[src/hdl/abd_pkg.sv]
package abd_pkg;

	localparam int unsigned IDX_W   = 10;
	localparam int unsigned SCORE_W = 16;
	localparam int unsigned WORD_W  = 16;
	localparam int unsigned RECT_W  = 24;
	localparam int unsigned CLASS_W = 8;
	localparam int unsigned CFG_IDX_W = 2;

	// configuration register indexes
	localparam logic [CFG_IDX_W-1:0] CFG_SCORE_THRESHOLD  = 2'd0;
	localparam logic [CFG_IDX_W-1:0] CFG_CLASS_LABEL      = 2'd1;
	localparam logic [CFG_IDX_W-1:0] CFG_SCALE_RECIPROCAL = 2'd2;

	localparam logic [WORD_W-1:0] SCALE_RESET = 16'd512;

	localparam int unsigned JQ_DEPTH = 2;
	localparam int unsigned JQ_CNT_W = $clog2(JQ_DEPTH + 1);
	localparam int unsigned OQ_DEPTH = 2;

	// decode arithmetic widths
	localparam int unsigned P1_W        = 33;
	localparam int unsigned PROD_W      = 50;
	localparam int unsigned ROUND_SHIFT = 22;
	localparam int unsigned SCALED_W    = PROD_W - ROUND_SHIFT;
	localparam int unsigned COMP_W      = SCALED_W + 1;
	localparam int unsigned EDGE_W      = COMP_W + 1;
	localparam logic [PROD_W-1:0] ROUND_BIAS = PROD_W'(64'd1 << (ROUND_SHIFT - 1));

	localparam logic signed [EDGE_W-1:0] RECT_MAX = 30'sd8388607;
	localparam logic signed [EDGE_W-1:0] RECT_MIN = -30'sd8388608;

	typedef struct packed {
		logic                      found;
		logic signed [SCORE_W-1:0] score;
		logic [IDX_W-1:0]          index;
		logic [4*WORD_W-1:0]       raw;
		logic [4*WORD_W-1:0]       anchor;
	} job_t;

	typedef struct packed {
		logic                      found;
		logic signed [SCORE_W-1:0] score;
		logic [IDX_W-1:0]          index;
		logic signed [RECT_W-1:0]  left;
		logic signed [RECT_W-1:0]  top;
		logic signed [RECT_W-1:0]  width;
		logic signed [RECT_W-1:0]  height;
	} result_t;

	typedef enum logic [2:0] {
		BK_IDLE,
		BK_MUL1,
		BK_MUL2,
		BK_RND,
		BK_FIN
	} back_state_t;

	function automatic logic signed [RECT_W-1:0] sat_rect(input logic signed [EDGE_W-1:0] v);
		logic signed [RECT_W-1:0] r;
		if (v > RECT_MAX)
			r = 24'sh7FFFFF;
		else if (v < RECT_MIN)
			r = 24'sh800000;
		else
			r = v[RECT_W-1:0];
		return r;
	endfunction

endpackage

[src/hdl/abd_fifo.sv]
module abd_fifo import abd_pkg::*; #(
	parameter int unsigned WIDTH = 8,
	parameter int unsigned DEPTH = 2
) (
	input  logic                           clk,
	input  logic                           arst_n,
	input  logic                           wr_en,
	input  logic [WIDTH-1:0]               wr_data,
	input  logic                           rd_en,
	output logic [WIDTH-1:0]               rd_data,
	output logic                           empty,
	output logic                           full,
	output logic [$clog2(DEPTH+1)-1:0]     count
);

	localparam int unsigned PW = $clog2(DEPTH);
	localparam int unsigned CW = $clog2(DEPTH + 1);

	logic [WIDTH-1:0] mem_q [DEPTH];
	logic [PW-1:0]    wr_ptr_q, rd_ptr_q;
	logic [CW-1:0]    count_q;
	logic             wr_ok, rd_ok;

	assign empty   = (count_q == '0);
	assign full    = (count_q == CW'(DEPTH));
	assign count   = count_q;
	assign rd_data = mem_q[rd_ptr_q];
	assign wr_ok   = wr_en && !full;
	assign rd_ok   = rd_en && !empty;

	always_ff @(posedge clk) begin
		if (wr_ok)
			mem_q[wr_ptr_q] <= wr_data;
	end

	always_ff @(posedge clk or negedge arst_n) begin
		if (!arst_n) begin
			wr_ptr_q <= '0;
			rd_ptr_q <= '0;
			count_q  <= '0;
		end else begin
			if (wr_ok)
				wr_ptr_q <= wr_ptr_q + PW'(1);
			if (rd_ok)
				rd_ptr_q <= rd_ptr_q + PW'(1);
			if (wr_ok && !rd_ok)
				count_q <= count_q + CW'(1);
			else if (rd_ok && !wr_ok)
				count_q <= count_q - CW'(1);
		end
	end

endmodule

[config.mk]
export PLATFORM = sky130hd
export DESIGN_NAME = abd_fifo
export DESIGN_NICKNAME = d
export VERILOG_FILES = /design/src/hdl/abd_pkg.sv /design/src/hdl/abd_fifo.sv
export SDC_FILE = /design/constraint.sdc
export NUM_CORES = 1
export LEC_CHECK = 0
export ABC_AREA = 1
export BUFFER_PORTS_ARGS = -buffer_cell sky130_fd_sc_hd__buf_2
export CAP_MARGIN = 20
export CORE_MARGIN = 3
export CORE_UTILIZATION = 44
export CTS_BUF_LIST = sky130_fd_sc_hd__clkbuf_4 sky130_fd_sc_hd__clkbuf_8 sky130_fd_sc_hd__clkbuf_16
export DETAILED_ROUTE_END_ITERATION = 10
export PLACE_DENSITY = 0.72
export SYNTH_ARGS = -nofsm -noshare
export SYNTH_HDL_FRONTEND = slang
export SYNTH_SLANG_ARGS = --single-unit
[constraint.sdc]
create_clock -name clk -period 1.3 [get_ports clk]
set_input_delay 0.13 -clock clk [delete_from_list [all_inputs] [get_ports clk]]
set_output_delay 0.13 -clock clk [all_outputs]
set_load 0.02 [all_outputs]
After elaboration in Yosys (flattened, before gate mapping)
Memories as Yosys holds them, arrays and structs flattened.
Index checks and enable logic that the tools add are counted.
{"block": "word_totals", "ff_bits": 4, "mem_bits_rw": 16, "in_bits": 12, "out_inout_bits": 12, "wordCells": 23, "n_memories": 1}
{"name": "mem_q", "depth": 2, "width": 8, "read_ports": 1, "rd_ports_with_merged_regs": 0, "write_ports": 1, "line_no": "abd_fifo.sv:19", "rtl": "logic [WIDTH-1:0] mem_q [DEPTH];"}
{"block": "classes", "add_sub_neg": 4, "eq_ne": 1, "mux": 4, "reduce_logical": 10}
{"operator": "$logic_and A1 B1 Y1", "n": 4}
{"operator": "$logic_not A1 Y1", "n": 4}
{"operator": "$mux W2", "n": 2}
{"operator": "$add A1 B1 Y1 const B", "n": 2}
{"operator": "$add A2 B1 Y2 const B", "n": 1}
{"operator": "$eq A2 B2 Y1 const B", "n": 1}
{"operator": "$logic_not A2 Y1", "n": 1}
{"operator": "$mux W1", "n": 2}
{"operator": "$reduce_bool A2 Y1", "n": 1}
{"operator": "$sub A2 B1 Y2 const B", "n": 1}

Depth between registers and ports, before layout
Gate-level depths: netlist of the first run.
{"block": "logic_depth", "depth_word": 7, "ltp_mapped": 9}

Worst setup path after synthesis of the first run
OpenSTA, ideal clock, no wires.
{"block": "synth_path", "path_kind": "reg-to-reg", "startpoint": "register count_q[0], in the netlist count[0]", "endpoint": "register count_q[1], in the netlist count[1]", "setup_ns": 0.118, "arrival_ns": 1.434, "t_required_ns": 1.182, "slack_ns": -0.252, "path_stages_with_launch": 8, "path_buffers": 0, "path_cell_list": "dfrtp_1 -> nor2_2 -> nor2_4 -> ha_1 -> inv_1 -> nand3_1 -> nand2_1 -> nand2_1"}
{"block": "synth_via", "elab_chain_cells": 6, "elab_cells_between_ends": 15, "cone_classes": "add/sub (2); eq/ne (1); mux (2); reduce/logical (10)"}
{"element": "start, declared", "line_no": "abd_fifo.sv:21", "rtl": "logic [CW-1:0] count_q;"}
{"element": "start signal, assigned", "line_no": "abd_fifo.sv:47", "rtl": "count_q <= count_q + CW'(1);"}
{"element": "start signal, assigned", "line_no": "abd_fifo.sv:49", "rtl": "count_q <= count_q - CW'(1);"}
{"element": "$eq A2 B2 Y1 *", "line_no": "abd_fifo.sv:25", "rtl": "assign full = (count_q == CW'(DEPTH));"}
{"element": "net full", "line_no": "abd_fifo.sv:12", "rtl": "output logic full,"}
{"element": "$logic_not A1 Y1 *", "line_no": "abd_fifo.sv:28", "rtl": "assign wr_ok = wr_en && !full;"}
{"element": "$logic_and A1 B1 Y1 *", "line_no": "abd_fifo.sv:28"}
{"element": "net wr_ok", "line_no": "abd_fifo.sv:22", "rtl": "logic wr_ok, rd_ok;"}
{"element": "$logic_not A1 Y1", "line_no": "abd_fifo.sv:48", "rtl": "else if (rd_ok && !wr_ok)"}
{"element": "$logic_and A1 B1 Y1", "line_no": "abd_fifo.sv:48"}
{"element": "$reduce_bool A2 Y1 (no line)"}
Mark *: on every way through the listed nets, which the timed path passes. The rest lies on a longest branch. The select of a mux whose other input is x is not followed.
A chain may end at the register's enable or synchronous reset.

Worst setup path after layout of the first run
{"block": "layout_path", "startpoint": "register rd_ptr_q", "endpoint": "output port rd_data[1]"}
{"block": "layout_via", "elab_chain_cells": 1}
{"element": "start, declared", "line_no": "abd_fifo.sv:20", "rtl": "logic [PW-1:0] wr_ptr_q, rd_ptr_q;"}
{"element": "start signal, assigned", "line_no": "abd_fifo.sv:45", "rtl": "rd_ptr_q <= rd_ptr_q + PW'(1);"}
{"element": "$mem_v2 Z2 W8"}
{"element": "end, declared", "line_no": "abd_fifo.sv:10", "rtl": "output logic [WIDTH-1:0] rd_data,"}
No other way between the ends.

==> run_results.csv, run 1 <==
group,metric,value,unit
outcome,status,"complete, but fails checks",
outcome,violations,"negative setup slack",
detailed_routing,drtIter0Drc,12,
placement,port_buffers,23,
detailed_routing,routed_wl,1699,um
die,rows,14,
power_and_ir_drop,power_density,2450,mW/mm2
sta,max_freq,743.6,MHz
worst_setup_path,cp_data_arrival_time,1.21,ns
sta,worstMarginPinSlew,0.2401,ns
sta,hold_viol,0,
final_layout,multiInputGateArea,265.3,um2
cts,clk_latency,0.30,ns
yosys,yosysWarnings,0,
worst_setup_path,ff2ff_path_depth,8,
power_and_ir_drop,power.leakage,0.5259,nW
detailed_routing,wl_per_cell,12.97,um
final_layout,layout.nets,121,
cts,cts-root-buf,"clkbuf_4",
global_route,grt_pass1_wl,2359,um
detailed_routing,route.detailed.drc,0,
power_and_ir_drop,p_sw_share,41.62,%
yosys,ys_seq_area_share,71.27,%
worst_setup_path,worstSetupStartpointType,"flop",
final_layout,drive_above_1_share,54.21,%
yosys,syn_area,814.5,um2
die,dieArea,0.002403,mm2
worst_setup_path,setup.worst_path.class,"reg -> out",
placement,hpwl,1010,um
cts,ctsLongestPathBuffers,2,
final_layout,regArea,584.3,um2
power_and_ir_drop,pwr-share-seq,37.3,%
sta,slew_headroom,83.99,%
power_and_ir_drop,switchingPower,1.207,mW
die,die_w,49.03,um
placement,dp.cells,121,
worst_setup_path,r2r_slack,0.03,ns
die,core,0.001629,mm2
power_and_ir_drop,ir_drop,1405,uV
min_path,worstHoldPathCells,1,
global_route,grtUsageTotal,13.63,%
die,ioPinCount,24,
yosys,yosys.cell_types.count,15,
final_layout,layout_common_cells,"21 x nand2_1, 16 x edfxtp_1, 15 x buf_2",
cts,htreeDepth,1,
global_route,antenna_found_initial,0,
job,drv_cap,0,
worst_setup_path,critical_path.endpoint_type,"output port",
yosys,synthCells,73,
die,die_h,49.03,um
yosys,synth_nets,86,
sta,final.period_utilization,103.5,%
die,start_util,50.00,%
sta,fin_crit,1.345,ns
cts,cts_sinks,20,
final_layout,layoutNonFillerInstCount,131,
sta,finalSetupViolCount,7,
cts,numCtsBuffers,3,
sta,skew,0.002800,ns
power_and_ir_drop,p_int,1.693,mW
global_route,overflow,0,
cts,cts_tree,"built",
detailed_routing,vias,623,
sta,drv_slew,0,
final_layout,layout_commonest_cell,"nand2_1",
final_layout,synthToLayoutAreaGrowth,45.32,%
cts,cts.reportedPaths.clkPinSlew,0.10,ns
power_and_ir_drop,clockPowerShare,10.0,%
final_layout,fillers,115,
global_route,grt_start_max_net_pins,12,
worst_setup_path,critical_path_required,1.17,ns
yosys,ys_ff_latch,20,
placement,place_congestion,0.7224,
sta,rsz0062_at_grt,"yes",
detailed_routing,viasPerCell,4.756,
sta,setup_slack,-0.04489,ns
detailed_routing,dr.pass1.iters,5,
final_layout,final_core_util,72.66,%
min_path,min_path_type,"in -> reg",
worst_setup_path,path_max_fanout,6,
detailed_routing,ant_nets,0,
global_route,first_global_vias,580,
yosys,synth.avg_cell_area,11.16,um2
final_layout,n_antenna_cell,0,
power_and_ir_drop,comb_power_share,52.8,%
-- power groups by stage --
stage / registers, mW / clock network (mW) / logic (mW)
floorplan: 1.03 / 0 / 0.728
global placement: 1.04 / 0 / 1.04
detailed placement: 1.05 / 0 / 1.07
CTS: 1.04 / 0.294 / 1.18
global route: 1.10 / 0.327 / 1.65
finish: 1.08 / 0.289 / 1.53
-- per-stage QoR --
| step | total power, mW | setup slack [ns] | cell area (um2) | TNS (ns) | hold slack, ns |
|---|---|---|---|---|---|
| after floorplan | 1.759 | -0.02428 | 837.1 | -0.02428 | -0.1656 |
| after detailed placement | 2.116 | -0.02974 | 992.2 | -0.02974 | -0.05060 |
| after global placement | 2.084 | 0.02202 | 992.2 | 0 | -0.05497 |
| after global routing | 3.079 | -0.09848 | 1184 | -0.7697 | 0.003112 |
| after CTS | 2.515 | -0.03104 | 1064 | -0.1093 | 0.01228 |
| final | 2.899 | -0.04489 | 1184 | -0.2205 | 0.01199 |
-- what timing repair did --
action	CTS	global route
buffers inserted	3	1
hold buffers	1	0
pin swaps	0	10
setup endpoints to repair	9	17
gates resized for setup	5	37
gates cloned	0	1
endpoints found under the hold margin	4	0
-- worst max-delay path, stage by stage (launching register included) --
cell,delay (ns)
dfrtp_2,0.51
buf_6,0.17
nand2_2,0.05
nand2_2,0.05
buf_6,0.13
-- final timing paths --
path | from | endpoint
hold / removal | wr_data[0] | mem_q[1][0]$_DFFE_PP_
max in group asynchronous | arst_n | rd_ptr_q$_DFFE_PN0P_
min in group asynchronous | arst_n | count[0]$_DFFE_PN0P_
hold reg to reg | wr_ptr_q$_DFFE_PN0P_ | wr_ptr_q$_DFFE_PN0P_
setup reg to reg | count[1]$_DFFE_PN0P_ | count[1]$_DFFE_PN0P_
setup / recovery | rd_ptr_q$_DFFE_PN0P_ | rd_data[1]
-- sequential cells by signal, summed over array words and instances (netlist names) --
signal	flops
count	2
mem_q	16
rd_ptr_q	1
wr_ptr_q	1
-- per-layer routing --
layer / up-vias / global-route usage (%) / share of wire, %
li1: 308 / - / -
met4: 0 / 9.005 / 2.3
met5: - / 0 / 0
met3: 4 / 3.670 / 4.9
met2: 26 / 23.53 / 51
met1: 285 / 14.48 / 42
-- final cells by class --
cell class | instances | share of cell area [%]
clock buffer | 3 | 1.903
sequential | 20 | 49.37
inverter | 8 | 3.383
tap | 24 | 2.537
multi-input combinational | 44 | 22.41
timing repair inverter | 1 | 0.5285
clock inverter | 1 | 0.3171
timing repair buffer | 30 | 19.56
-- cell families after synthesis --
logic type,synth area share [%]
simple gates,20.58
flops,71.28
buf+inv,4.301
compound gates,1.229
xor+xnor,1.075
fa+ha+maj,1.536
-- cells in the mapped netlist (all sizes together) --
| master | instances | area (um2) |
|---|---|---|
| nand2 | 33 | 123.9 |
| edfxtp | 16 | 480.5 |
| inv | 8 | 30.03 |
| dfrtp | 4 | 100.1 |
| nor2 | 4 | 25.03 |
| o21ai | 2 | 10.01 |
| buf | 1 | 5.000 |
| ha | 1 | 12.51 |
| nand3 | 1 | 5.000 |
| nand3b | 1 | 7.510 |
| nand4 | 1 | 6.260 |
| xnor2 | 1 | 8.760 |
Note: power is estimated with default switching activity, not from simulation.
==> run 2, diff against run 1 <==
--- a/config.mk
+++ b/config.mk
@@ -5,11 +5,11 @@
 export SDC_FILE = /design/constraint.sdc
 export NUM_CORES = 1
 export LEC_CHECK = 0
-export ABC_AREA = 1
+export ABC_AREA = 0
 export BUFFER_PORTS_ARGS = -buffer_cell sky130_fd_sc_hd__buf_2
 export CAP_MARGIN = 20
 export CORE_MARGIN = 3
-export CORE_UTILIZATION = 44
+export CORE_UTILIZATION = 43
 export CTS_BUF_LIST = sky130_fd_sc_hd__clkbuf_4 sky130_fd_sc_hd__clkbuf_8 sky130_fd_sc_hd__clkbuf_16
 export DETAILED_ROUTE_END_ITERATION = 10
 export PLACE_DENSITY = 0.72
==> run 2 against run 1 <==
- the flow still finishes with violations (negative setup slack)
- sequential power is 6% lower
- fmax shrank 5.8%
- critical path type unchanged
- register-to-register slack worse by 0.06 ns
- critical endpoint is now rd_data[2]
- wire length down 13%
- flip-flop and latch count did not move
- utilization up 6.7 points
- non-clock buffer count rose by 11
==> run_results.csv, run 2 <==
group,metric,value,unit
detailed_routing,viasPerCell,4.446,
placement,place_area,992.2,um2
sta,worstMarginPinSlew,0.2122,ns
sta,final.period_utilization,109.8,%
worst_setup_path,reg2reg_from,"count[0]$_DFFE_PN0P_",
sta,whs,0.03004,ns
power_and_ir_drop,total_power,3.040,mW
worst_setup_path,worstSetupStartpointType,"flop",
yosys,synth_edf_count,16,
yosys,yosys.cell_types.count,14,
yosys,syn_area,774.5,um2
die,dieArea,0.002346,mm2
detailed_routing,vias,498,
worst_setup_path,path_max_fanout,5,
yosys,synth.avg_cell_area,17.60,um2
final_layout,final_core_util,79.36,%
sta,drv_slew,0,
die,die_h,48.44,um
power_and_ir_drop,pwr-share-seq,33.4,%
placement,place_congestion,0.6443,
final_layout,layout_commonest_cell,"edfxtp_1",
worst_setup_path,setup.worst_path.class,"reg -> out",
final_layout,drive_above_1_share,63.64,%
sta,fin_crit,1.428,ns
yosys,async_reset_ff_share,20.00,%
detailed_routing,drtIter0Drc,3,
power_and_ir_drop,power.leakage,0.5436,nW
sta,hold_viol,0,
worst_setup_path,ff2ff_path_depth,7,
worst_setup_path,critical_path_required,1.17,ns
worst_setup_path,cp_common_cell,"buf_6",
die,die_w,48.44,um
power_and_ir_drop,ir_drop,2080,uV
outcome,violations,"negative setup slack",
die,ioPinCount,24,
worst_setup_path,r2r_slack,-0.03,ns
final_layout,n_antenna_cell,0,
cts,cts.reportedPaths.clkPinSlew,0.11,ns
placement,port_buffers,23,
cts,cts_tree,"built",
final_layout,largest-register,"mem_q",
detailed_routing,wl_per_cell,13.15,um
yosys,yosys-top-cells-area,"edfxtp_1 62%, dfrtp_1 13%, mux2_1 10%",
detailed_routing,route.detailed.drc,0,
worst_setup_path,r2r-end,"count[1]$_DFFE_PN0P_",
cts,numCtsBuffers,3,
yosys,synth_common_cells,"16 x edfxtp_1, 7 x mux2_1, 4 x dfrtp_1",
power_and_ir_drop,comb_power_share,50.3,%
sta,finalSetupViolCount,9,
worst_setup_path,cpMaxStageDelayCell,"dfrtp_2",
global_route,grt_pass1_wl,2173,um
sta,rsz0062_at_grt,"yes",
power_and_ir_drop,p_sw_share,32.51,%
min_path,worstHoldPathCells,1,
job,drv_cap,0,
placement,hpwl,890.7,um
cts,cts_sinks,20,
yosys,ys_ff_latch,20,
final_layout,largest_register_ffs,16,
cts,htreeDepth,1,
die,start_util,48.59,%
cts,ctsLongestPathBuffers,2,
power_and_ir_drop,power_density,2403,mW/mm2
yosys,yosys.area.top_type_share,62.04,%
min_path,hp-start,"wr_data[2]",
global_route,grtUsageTotal,12.57,%
power_and_ir_drop,p_int,2.052,mW
yosys,yosysWarnings,0,
sta,skew,0.006669,ns
sta,fin_setup_tns,-1.002,ns
yosys,synth_most_common_cell,"edfxtp_1",
detailed_routing,routed_wl,1473,um
worst_setup_path,slowest_delay,0.43,ns
power_and_ir_drop,switchingPower,0.9883,mW
worst_setup_path,worst-path-buf-inv,2,
global_route,first_global_vias,486,
detailed_routing,dr.pass1.iters,4,
yosys,ys_seq_area_share,74.96,%
cts,cts-root-buf,"clkbuf_4",
final_layout,final_cell_area,0.001265,mm2
global_route,overflow,0,
final_layout,layout_common_cells,"16 x edfxtp_1, 14 x buf_2, 12 x buf_6",
final_layout,synthToLayoutAreaGrowth,63.33,%
power_and_ir_drop,clockPowerShare,16.3,%
yosys,synthCells,44,
sta,setup_slack,-0.1277,ns
worst_setup_path,crit_chain,"buf_6 > mux2_4 > buf_6",
worst_setup_path,critical_path.endpoint_type,"output port",
final_layout,fillers,100,
worst_setup_path,cp_data_arrival_time,1.30,ns
sta,max_freq,700.4,MHz
die,rows,14,
worst_setup_path,path_delay_family,"flip-flops",
sta,slew_headroom,85.86,%
die,core,0.001594,mm2
outcome,status,"complete, but fails checks",
detailed_routing,ant_nets,0,
yosys,synth_nets,57,
yosys,ys_dominant_reg_cell,"edfxtp_1",
final_layout,layout.nets,102,
yosys,synth_area_leader_cell,"edfxtp_1",
min_path,min_path_type,"in -> reg",
global_route,grt_start_max_net_pins,13,
min_path,hold_end,"mem_q[0][2]$_DFFE_PP_",
global_route,antenna_found_initial,0,
cts,clk_latency,0.30,ns
## run 2: cell types whose count changed in the layout (fill, tap and decap cells not counted), moves of 3 or more
cell / before / now
inv_1: 4 / 1
nand2_1: 21 / 0
mux2_4: 0 / 7
nand2_2: 12 / 0
buf_4: 3 / 7
dlygate4sd3_1: 1 / 8
inv_4: 3 / 0
## run 2: cells by family after synthesis
family	after synthesis	share of synthesized area, %
muxes	8	11.63
adders and majority gates	1	1.615
xor gates and xnor gates	5	5.655
AOI/OAI and AO/OA	1	0.6456
buffers and inverters	3	1.615
DFF	20	74.96
and+or+nand+nor	6	3.879
## run 2: layout make-up
cell class	count	area, um2	area share, %
clock inverter	1	30.03	2.374
clock buffer	3	22.52	1.780
multi-input combinational	21	252.7	19.98
timing repair buffer	41	337.8	26.71
tap	24	30.03	2.374
sequential	20	584.3	46.19
inverter	2	7.507	0.5935
## run 2: per-layer routing
layer / up-vias / GRT usage (%) / wire, um
met5: - / 0 / 0
met4: 0 / 5.687 / 0
met3: 0 / 2.761 / 45
met2: 13 / 22.02 / 823
met1: 238 / 14.75 / 604
li1: 247 / - / -
## run 2: power groups by stage
stage	Sequential (mW)	Clock (mW)	Combinational, mW
after floorplan	1.04	0	0.651
after global placement	1.04	0	0.993
after detailed placement	1.06	0	1.00
after CTS	1.01	0.514	1.44
after global routing	1.04	0.540	1.63
final	1.02	0.497	1.53
## run 2: worst max path at each step
stage,from,end,slack [ns],cells after the start
after detailed placement,count[0]$_DFFE_PN0P_,count[1]$_DFFE_PN0P_,-0.06,7
after global placement,count[0]$_DFFE_PN0P_,mem_q[1][5]$_DFFE_PP_,0.005,2
after CTS,rd_ptr_q$_DFFE_PN0P_,rd_data[4],-0.13,3
after floorplan,count[0]$_DFFE_PN0P_,count[1]$_DFFE_PN0P_,-0.08,7
after global routing,rd_ptr_q$_DFFE_PN0P_,rd_data[4],-0.18,3
final,rd_ptr_q$_DFFE_PN0P_,rd_data[2],-0.13,3
## run 2: metrics by stage
step,instances,worst slack (ns)
CTS,106,-0.1319
detailed placement,96,-0.05705
floorplan,44,-0.07647
finish,112,-0.1277
global route,112,-0.1828
global placement,96,0.004568
## run 2: what timing repair did
item | CTS | global route
pin swaps | 2 | 0
gates resized for setup | 30 | 6
setup buffers | 4 | 0
setup endpoints to repair | 21 | 15
endpoints found under the hold margin | 6 | 11
hold buffers | 2 | 6
